--- src/design/ghp_pkg.sv ---
// ----------------------------------------------------------------------------
// ghp_pkg
// Shared types and constants of the gzip header parser.
// ----------------------------------------------------------------------------
package ghp_pkg;

  // Width of the byte position counter.
  localparam int OFFSET_BITS = 32;
  // Width used for position sums, wide enough for the offset and the length.
  localparam int SUM_BITS    = ((OFFSET_BITS > 32) ? OFFSET_BITS : 32) + 1;

  // Header constants.
  localparam logic [7:0]  MAGIC1       = 8'h1f;
  localparam logic [7:0]  MAGIC2       = 8'h8b;
  localparam logic [7:0]  METHOD_DEFL  = 8'h08;
  localparam int          FLG_FEXTRA   = 2;
  localparam int          FLG_FNAME    = 3;
  localparam int          FLG_FCOMMENT = 4;
  localparam int          FLG_FHCRC    = 1;
  localparam logic [31:0] MIN_LEN      = 32'd18;
  localparam logic [15:0] FIXED_SKIP   = 16'd6;
  localparam logic [15:0] HCRC_SKIP    = 16'd2;
  localparam int          TRAILER_END  = 9;
  localparam int          TRAILER_NEAR = 10;

  // Parser phase.
  typedef enum logic [3:0] {
    PH_MAGIC1  = 4'd0,
    PH_MAGIC2  = 4'd1,
    PH_METHOD  = 4'd2,
    PH_FLG     = 4'd3,
    PH_FIXED   = 4'd4,
    PH_XLO     = 4'd5,
    PH_XHI     = 4'd6,
    PH_XDATA   = 4'd7,
    PH_NAME    = 4'd8,
    PH_COMMENT = 4'd9,
    PH_HCRC    = 4'd10,
    PH_DONE    = 4'd11
  } phase_t;

  // Result status codes.
  typedef enum logic [2:0] {
    ST_OK      = 3'd0,
    ST_SHORT   = 3'd1,
    ST_MAGIC   = 3'd2,
    ST_METHOD  = 3'd3,
    ST_OVERRUN = 3'd4
  } status_t;

  // Input request.
  typedef struct packed {
    logic [7:0] data_byte;
    logic       last_byte;
  } in_item_t;

  // Result request.
  typedef struct packed {
    logic [2:0]  status;
    logic [31:0] payload_offset;
    logic [7:0]  header_flags;
  } out_item_t;

  // Result push from the parser into the output buffer.
  typedef struct packed {
    logic      valid;
    out_item_t item;
  } push_t;

endpackage

--- src/design/gzip_header_parser.sv ---
// ----------------------------------------------------------------------------
// gzip_header_parser
// Parses a gzip header one byte per request and reports the payload offset.
// ----------------------------------------------------------------------------
// Pipeline: two register stages; a byte is captured in the input register, then the
// parser writes its result into the output register (or the skid entry behind it).
// Throughput: one byte per cycle; the input stalls only when both result
// entries (output register and skid entry) are full.
// Reset: synchronous, active low; clears the parser, buffer flags and length.
module gzip_header_parser (
  input  logic               clk,
  input  logic               rst_n,
  input  logic               in_valid,
  output logic               in_stall,
  input  ghp_pkg::in_item_t  in_data,
  output logic               out_valid,
  input  logic               out_stall,
  output ghp_pkg::out_item_t out_data,
  input  logic               cfg_wr_en,
  input  logic [31:0]        cfg_wr_data
);

  logic              in_vld_r, in_vld_nxt;
  ghp_pkg::in_item_t in_item_r;
  logic [31:0]       len_r;
  logic              space;
  logic              step;
  logic              accept;
  ghp_pkg::push_t    push;

  assign step     = in_vld_r && space;
  assign in_stall = in_vld_r && !space;
  assign accept   = in_valid && !in_stall;

  // Input register occupancy.
  always_comb begin
    in_vld_nxt = in_vld_r;
    if (accept) begin
      in_vld_nxt = 1'b1;
    end else if (step) begin
      in_vld_nxt = 1'b0;
    end
  end

  always_ff @(posedge clk) begin
    if (!rst_n) begin
      in_vld_r <= 1'b0;
      len_r    <= '0;
    end else begin
      in_vld_r <= in_vld_nxt;
      if (cfg_wr_en) begin
        len_r <= cfg_wr_data;
      end
    end
  end

  // Input payload register.
  always_ff @(posedge clk) begin
    if (accept) begin
      in_item_r <= in_data;
    end
  end

  ghp_parser u_parser (
    .clk           (clk),
    .rst_n         (rst_n),
    .step          (step),
    .item          (in_item_r),
    .stream_length (len_r),
    .push          (push)
  );

  ghp_out_buf u_out_buf (
    .clk       (clk),
    .rst_n     (rst_n),
    .push      (push),
    .space     (space),
    .out_valid (out_valid),
    .out_stall (out_stall),
    .out_data  (out_data)
  );

endmodule

--- src/design/ghp_parser.sv ---
// ----------------------------------------------------------------------------
// ghp_parser
// Per-byte header state machine; produces at most one result per file.
// ----------------------------------------------------------------------------
module ghp_parser (
  input  logic              clk,
  input  logic              rst_n,
  input  logic              step,
  input  ghp_pkg::in_item_t item,
  input  logic [31:0]       stream_length,
  output ghp_pkg::push_t    push
);

  ghp_pkg::phase_t                  phase_r, phase_nxt;
  logic [ghp_pkg::OFFSET_BITS-1:0]  idx_r, idx_nxt;
  logic [15:0]                      skip_r, skip_nxt;
  logic [7:0]                       xlo_r, xlo_nxt;
  logic [7:0]                       flg_r, flg_nxt;
  logic                             given_r, given_nxt;

  logic [ghp_pkg::SUM_BITS-1:0]     idx_ext, len_ext, off_sum;
  logic                             err, emit, near_end, fits;
  ghp_pkg::status_t                 status;
  ghp_pkg::phase_t                  ph;
  logic [15:0]                      skip_dec;

  // Next optional section after the given one, from the latched flags.
  function automatic ghp_pkg::phase_t next_section(ghp_pkg::phase_t after,
                                                   logic [7:0] flg);
    ghp_pkg::phase_t res;
    if (after < ghp_pkg::PH_XLO && flg[ghp_pkg::FLG_FEXTRA]) begin
      res = ghp_pkg::PH_XLO;
    end else if (after < ghp_pkg::PH_NAME && flg[ghp_pkg::FLG_FNAME]) begin
      res = ghp_pkg::PH_NAME;
    end else if (after < ghp_pkg::PH_COMMENT && flg[ghp_pkg::FLG_FCOMMENT]) begin
      res = ghp_pkg::PH_COMMENT;
    end else if (after < ghp_pkg::PH_HCRC && flg[ghp_pkg::FLG_FHCRC]) begin
      res = ghp_pkg::PH_HCRC;
    end else begin
      res = ghp_pkg::PH_DONE;
    end
    return res;
  endfunction

  // Position arithmetic against the configured length.
  assign idx_ext  = ghp_pkg::SUM_BITS'(idx_r);
  assign len_ext  = ghp_pkg::SUM_BITS'(stream_length);
  assign off_sum  = idx_ext + ghp_pkg::SUM_BITS'(1);
  assign fits     = (idx_ext + ghp_pkg::SUM_BITS'(ghp_pkg::TRAILER_END)) < len_ext;
  assign near_end = (idx_ext + ghp_pkg::SUM_BITS'(ghp_pkg::TRAILER_NEAR)) >= len_ext;
  assign skip_dec = skip_r - 16'd1;

  // Next state and result for the byte being stepped.
  always_comb begin
    phase_nxt = phase_r;
    idx_nxt   = idx_r;
    skip_nxt  = skip_r;
    xlo_nxt   = xlo_r;
    flg_nxt   = flg_r;
    given_nxt = given_r;
    err       = 1'b0;
    emit      = 1'b0;
    status    = ghp_pkg::ST_OK;
    ph        = phase_r;
    push      = '0;

    if (step) begin
      if (!given_r && phase_r < ghp_pkg::PH_DONE) begin
        unique case (phase_r)
          ghp_pkg::PH_MAGIC1: begin
            if (stream_length < ghp_pkg::MIN_LEN) begin
              status = ghp_pkg::ST_SHORT;
              err    = 1'b1;
            end else if (item.data_byte != ghp_pkg::MAGIC1) begin
              status = ghp_pkg::ST_MAGIC;
              err    = 1'b1;
            end else begin
              ph = ghp_pkg::PH_MAGIC2;
            end
          end
          ghp_pkg::PH_MAGIC2: begin
            if (item.data_byte != ghp_pkg::MAGIC2) begin
              status = ghp_pkg::ST_MAGIC;
              err    = 1'b1;
            end else begin
              ph = ghp_pkg::PH_METHOD;
            end
          end
          ghp_pkg::PH_METHOD: begin
            if (item.data_byte != ghp_pkg::METHOD_DEFL) begin
              status = ghp_pkg::ST_METHOD;
              err    = 1'b1;
            end else begin
              ph = ghp_pkg::PH_FLG;
            end
          end
          ghp_pkg::PH_FLG: begin
            flg_nxt  = item.data_byte;
            skip_nxt = ghp_pkg::FIXED_SKIP;
            ph       = ghp_pkg::PH_FIXED;
          end
          ghp_pkg::PH_FIXED, ghp_pkg::PH_XDATA, ghp_pkg::PH_HCRC: begin
            skip_nxt = skip_dec;
            if (skip_dec == 16'd0) begin
              ph = next_section(phase_r, flg_r);
            end
          end
          ghp_pkg::PH_XLO: begin
            xlo_nxt = item.data_byte;
            ph      = ghp_pkg::PH_XHI;
          end
          ghp_pkg::PH_XHI: begin
            skip_nxt = {item.data_byte, xlo_r};
            if ({item.data_byte, xlo_r} == 16'd0) begin
              ph = next_section(ghp_pkg::PH_XDATA, flg_r);
            end else begin
              ph = ghp_pkg::PH_XDATA;
            end
          end
          ghp_pkg::PH_NAME, ghp_pkg::PH_COMMENT: begin
            if (item.data_byte == 8'd0) begin
              ph = next_section(phase_r, flg_r);
            end
          end
          default: begin
          end
        endcase

        // Entering the header CRC always starts a two-byte skip.
        if (ph == ghp_pkg::PH_HCRC && phase_r != ghp_pkg::PH_HCRC) begin
          skip_nxt = ghp_pkg::HCRC_SKIP;
        end
        phase_nxt = ph;

        if (err) begin
          emit = 1'b1;
        end else if (ph == ghp_pkg::PH_DONE) begin
          emit = 1'b1;
          if (!fits) begin
            status = ghp_pkg::ST_OVERRUN;
          end
        end else if (near_end) begin
          emit   = 1'b1;
          status = ghp_pkg::ST_OVERRUN;
        end
      end

      // A file that ends without a result reports an overrun.
      if (!emit && !given_r && item.last_byte) begin
        emit   = 1'b1;
        status = ghp_pkg::ST_OVERRUN;
      end

      if (emit) begin
        push.valid               = 1'b1;
        push.item.status         = status;
        push.item.payload_offset = (status == ghp_pkg::ST_OK) ? off_sum[31:0] : 32'd0;
        push.item.header_flags   = flg_nxt;
        given_nxt                = 1'b1;
        phase_nxt                = ghp_pkg::PH_DONE;
      end

      // The last byte rearms the parser for the next file.
      if (item.last_byte) begin
        phase_nxt = ghp_pkg::PH_MAGIC1;
        idx_nxt   = '0;
        skip_nxt  = '0;
        xlo_nxt   = '0;
        flg_nxt   = '0;
        given_nxt = 1'b0;
      end else begin
        idx_nxt = idx_r + ghp_pkg::OFFSET_BITS'(1);
      end
    end
  end

  // Parser state registers.
  always_ff @(posedge clk) begin
    if (!rst_n) begin
      phase_r <= ghp_pkg::PH_MAGIC1;
      idx_r   <= '0;
      skip_r  <= '0;
      xlo_r   <= '0;
      flg_r   <= '0;
      given_r <= 1'b0;
    end else begin
      phase_r <= phase_nxt;
      idx_r   <= idx_nxt;
      skip_r  <= skip_nxt;
      xlo_r   <= xlo_nxt;
      flg_r   <= flg_nxt;
      given_r <= given_nxt;
    end
  end

  // A file gives at most one result before it is rearmed.
  a_one_result: assert property (@(posedge clk) disable iff (!rst_n)
    push.valid |-> !given_r)
    else $error("second result within one file");

  // Error results never carry an offset.
  a_err_offset: assert property (@(posedge clk) disable iff (!rst_n)
    (push.valid && push.item.status != ghp_pkg::ST_OK) |-> push.item.payload_offset == 32'd0)
    else $error("error result carries an offset");

  // After a result that is not on the last byte, the parser sits in its done phase.
  a_done_after: assert property (@(posedge clk) disable iff (!rst_n)
    (push.valid && !item.last_byte) |=> (phase_r == ghp_pkg::PH_DONE && given_r))
    else $error("parser not parked after result");

endmodule

--- src/design/ghp_out_buf.sv ---
// ----------------------------------------------------------------------------
// ghp_out_buf
// Two-entry result buffer: an output register backed by one skid entry.
// ----------------------------------------------------------------------------
module ghp_out_buf (
  input  logic               clk,
  input  logic               rst_n,
  input  ghp_pkg::push_t     push,
  output logic               space,
  output logic               out_valid,
  input  logic               out_stall,
  output ghp_pkg::out_item_t out_data
);

  logic               ov_r, ov_nxt;
  logic               sv_r, sv_nxt;
  ghp_pkg::out_item_t out_r, out_nxt;
  ghp_pkg::out_item_t skid_r, skid_nxt;
  logic               pop;

  assign pop       = ov_r && !out_stall;
  assign space     = !sv_r;
  assign out_valid = ov_r;
  assign out_data  = out_r;

  // Buffer control.
  always_comb begin
    ov_nxt   = ov_r;
    sv_nxt   = sv_r;
    out_nxt  = out_r;
    skid_nxt = skid_r;
    if (sv_r) begin
      if (pop) begin
        out_nxt = skid_r;
        sv_nxt  = 1'b0;
      end
    end else if (push.valid) begin
      if (ov_r && !pop) begin
        skid_nxt = push.item;
        sv_nxt   = 1'b1;
      end else begin
        out_nxt = push.item;
        ov_nxt  = 1'b1;
      end
    end else if (pop) begin
      ov_nxt = 1'b0;
    end
  end

  // Control flags reset; payload does not.
  always_ff @(posedge clk) begin
    if (!rst_n) begin
      ov_r <= 1'b0;
      sv_r <= 1'b0;
    end else begin
      ov_r <= ov_nxt;
      sv_r <= sv_nxt;
    end
  end

  always_ff @(posedge clk) begin
    out_r  <= out_nxt;
    skid_r <= skid_nxt;
  end

  // The skid entry is only used behind a full output register.
  a_skid_order: assert property (@(posedge clk) disable iff (!rst_n)
    sv_r |-> ov_r)
    else $error("skid entry valid with empty output register");

  // The parser never pushes into a full buffer.
  a_no_overflow: assert property (@(posedge clk) disable iff (!rst_n)
    push.valid |-> !sv_r)
    else $error("result pushed into full buffer");

  // A result arriving behind a stalled output lands in the skid entry.
  a_skid_fill: assert property (@(posedge clk) disable iff (!rst_n)
    (push.valid && ov_r && out_stall) |=> sv_r)
    else $error("result lost behind stalled output");

endmodule
--- config.mk ---
export PLATFORM = sky130hd
export DESIGN_NAME = gzip_header_parser
export DESIGN_NICKNAME = d
export VERILOG_FILES = /design/src/design/ghp_pkg.sv /design/src/design/gzip_header_parser.sv /design/src/design/ghp_parser.sv /design/src/design/ghp_out_buf.sv
export SDC_FILE = /design/constraint.sdc
export NUM_CORES = 1
export LEC_CHECK = 0
export BUFFER_PORTS_ARGS = -buffer_cell sky130_fd_sc_hd__buf_4
export CAP_MARGIN = 10
export CORE_MARGIN = 1
export CORE_UTILIZATION = 61
export DETAILED_ROUTE_END_ITERATION = 12
export PLACE_DENSITY_LB_ADDON = 0.15
export SLEW_MARGIN = 30
export SYNTH_ARGS = -nofsm -noshare
export SYNTH_HDL_FRONTEND = slang
export SYNTH_SLANG_ARGS = --single-unit
--- constraint.sdc ---
create_clock -name clk -period 9.9 [get_ports clk]
set_clock_uncertainty 0.1 [all_clocks]
set_input_delay 0.495 -clock clk [delete_from_list [all_inputs] [get_ports clk]]
set_output_delay 0.495 -clock clk [all_outputs]
set_load 0.005 [all_outputs]
==> results_dict.tcl <==
set metrics [dict create \
    cp_max_fo 26 \
    routed_wl_mm 30.4 \
    drive_above_1_share 0.111 \
    ios 91 \
    place_area_sq_um 13100 \
    rsz0062_at_grt "false" \
    ys.warnings.count 0 \
    num_antenna_cells 0 \
    power_mw 1.78 \
    max_clock_freq_ghz 0.185 \
    post-route-period-util 0.547 \
    ir_drop_mv 0.120 \
    cp_common_cell "nand3_1" \
    cpMaxStageDelayCell "dfxtp_1" \
    cts_tree "built" \
    synthToLayoutAreaGrowth_pct 11.1 \
    vias 10100 \
    grt_pass1_wl_mm 48.5 \
    fin_hold_ws_ns 0.125 \
    io_buffers 90 \
    hold_buffers 0 \
    nets 1513 \
    dr.first_iter.drc_count 997 \
    first_pass_iters 5 \
    fin_setup_tns_ns 0 \
    ys.flop_type "dfxtp_1" \
    cts_inserted_buffers 17 \
    slew_violations 0 \
    dp_cells 1644 \
    cp_top_family "simple AND/OR/NAND/NOR gates" \
    grt.total_usage 0.300 \
    antenna_found_initial 0 \
    netlist_instances 1378 \
    path_class "reg2reg" \
    fp-row-count 51 \
    fin_area_sq_um 13700 \
    post_cts_buffers 0 \
    power_density_nw_per_um2 130 \
    root_buffer "clkbuf_16" \
    max_cap_viol_count 0 \
    clockBufferDepth 2 \
    die_area_sq_um 20800 \
    grt-ovfl-total 0 \
    ys_types 72 \
    place_hpwl_mm 21.9 \
    period_minus_slack_ns 5.42 \
    cpPeakStageDelay_ns 0.51 \
    die_h_um 144 \
    final_antenna_net_count 0 \
    path_cells "and4_1 > nand3_1 > inv_1 > nand3_1 > or3_1 > nor3_1 > nand2b_1 > xnor2_1 > ha_1 > nand4_1 > or4_1 > o21ai_0 > a21oi_1 > nand3_1 > nor2_1 > a21oi_1 > o21ai_1 > buf_4 > nor2_4 > buf_16" \
    yosys_register_bits 199 \
    pre_cts_slack_ns 4.57 \
    avgViaCountPerCell 6.05 \
    coreArea_sq_um 19700 \
    post_cts_resized 0 \
    holdCritPathClass "in2reg" \
    post-route-drc-count 0 \
    final_common_cell "nand2_1" \
    tightestPinTransition_ns 0.836 \
    place.gp.congestion 0.968 \
    cp-end-kind "flop" \
    worstSetupStartpointType "flop" \
    clkTransAtPathRegs_ns 0.08 \
    synth_area_sq_um 12300 \
    grt_max_degree 108 \
    syn_nets 1492 \
    clkSinkCount 199 \
    seq_area_frac_synth 0.400 \
    utilization 0.697 \
    start_util 0.628 \
    cp.required_ns 9.94 \
    hold_viol_final 0 \
    slew_headroom 0.443 \
    wl_per_cell_um 18.1 \
    clk_latency_ns 0.44 \
    cp.arrival_ns 5.46 \
    layout_setup_ws_ns 4.48 \
    setup_viol 0 \
    synth-edff-count 95 \
    final_cell_mix "nand2_1, dfxtp_1, nor2_1, buf_4, edfxtp_1" \
    final_cells 1677 \
    path_buf_inv 3 \
    post_synth.cell_area_avg_sq_um 8.95 \
    leakage_nw 5.49 \
    status "finished clean" \
    first_global_vias 9242 \
    synthArstFlopShare 0 \
    htreeDepth 4 \
    fp.dieW_um 144 \
]
## flip-flops by register name, summed over array words and instances, names as in the netlist
signal / cells
u_out_buf.skid_r: 43
u_out_buf.sv_r: 1
len_r: 32
in_item_r: 9
u_out_buf.out_data: 43
u_parser.phase_r: 4
u_out_buf.out_valid: 1
u_parser.idx_r: 32
u_parser.skip_r: 16
in_vld_r: 1
u_parser.given_r: 1
u_parser.xlo_r: 8
u_parser.flg_r: 8
## cell usage after synthesis, types with 38 or more instances
| cell type | count | area share |
|---|---|---|
| a21o_1 | 41 | 0.025 |
| clkbuf_1 | 77 | 0.023 |
| dfxtp_1 | 104 | 0.17 |
| edfxtp_1 | 95 | 0.23 |
| ha_1 | 68 | 0.069 |
| inv_1 | 47 | 0.014 |
| mux2i_1 | 55 | 0.045 |
| nand2_1 | 134 | 0.041 |
| nor2_1 | 100 | 0.030 |
| nor2b_1 | 80 | 0.041 |
| nor3_1 | 56 | 0.023 |
| o21ai_0 | 78 | 0.032 |
| xnor2_1 | 61 | 0.043 |
| xor2_1 | 38 | 0.027 |
## final cells by class
type	count	area, sq um
fill	1610	5950
multi-input combinational	1033	6870
clock inverter	15	170
tap	265	332
inverter	47	176
clock buffer	17	425
timing repair buffer	101	791
sequential	199	4930
## where the power goes
group | switching [mW] | internal, mW | leakage [nW]
combinational | 0.102 | 0.0747 | 3.43
clock | 0.356 | 0.341 | 0.286
sequential | 0.0199 | 0.881 | 1.77
## cell families after synthesis
group	count (synthesis)	share of synthesized area
AOI/OAI and AO/OA	269	0.143
adders and majority gates	68	0.0690
buffers and inverters	146	0.0468
DFF	199	0.400
and+or+nand+nor	541	0.225
xor gates and xnor gates	99	0.0703
muxes	56	0.0458
## final timing paths
path / startpoint / to / slack, ns / cells after the start
setup / recovery: u_parser.idx_r[16] / u_out_buf.skid_r[34] / 4.48 / 20
hold / removal: in_data[7] / in_item_r[7] / 0.13 / 1
setup reg to reg: u_parser.idx_r[16] / u_out_buf.skid_r[34] / 4.48 / 20
hold reg to reg: u_parser.skip_r[13] / u_parser.skip_r[13] / 0.39 / 2
## layer usage
| layer | global-route usage | up-vias | part of all wire |
|---|---|---|---|
| li1 | - | 4945 | - |
| met1 | 0.463 | 4737 | 0.49 |
| met2 | 0.435 | 425 | 0.42 |
| met3 | 0.0354 | 39 | 0.068 |
| met4 | 0.0898 | 0 | 0.017 |
| met5 | 0 | - | 0 |
## worst reg2reg max path, delay by kind of cell (launching register included)
family	cells	cell delay, ns
flops	1	0.51
compound gates	4	0.58
buf+inv	3	0.57
simple gates	11	2.88
xor+xnor	1	0.17
fa+ha+maj	1	0.31
(Power assumes the default switching activity.)
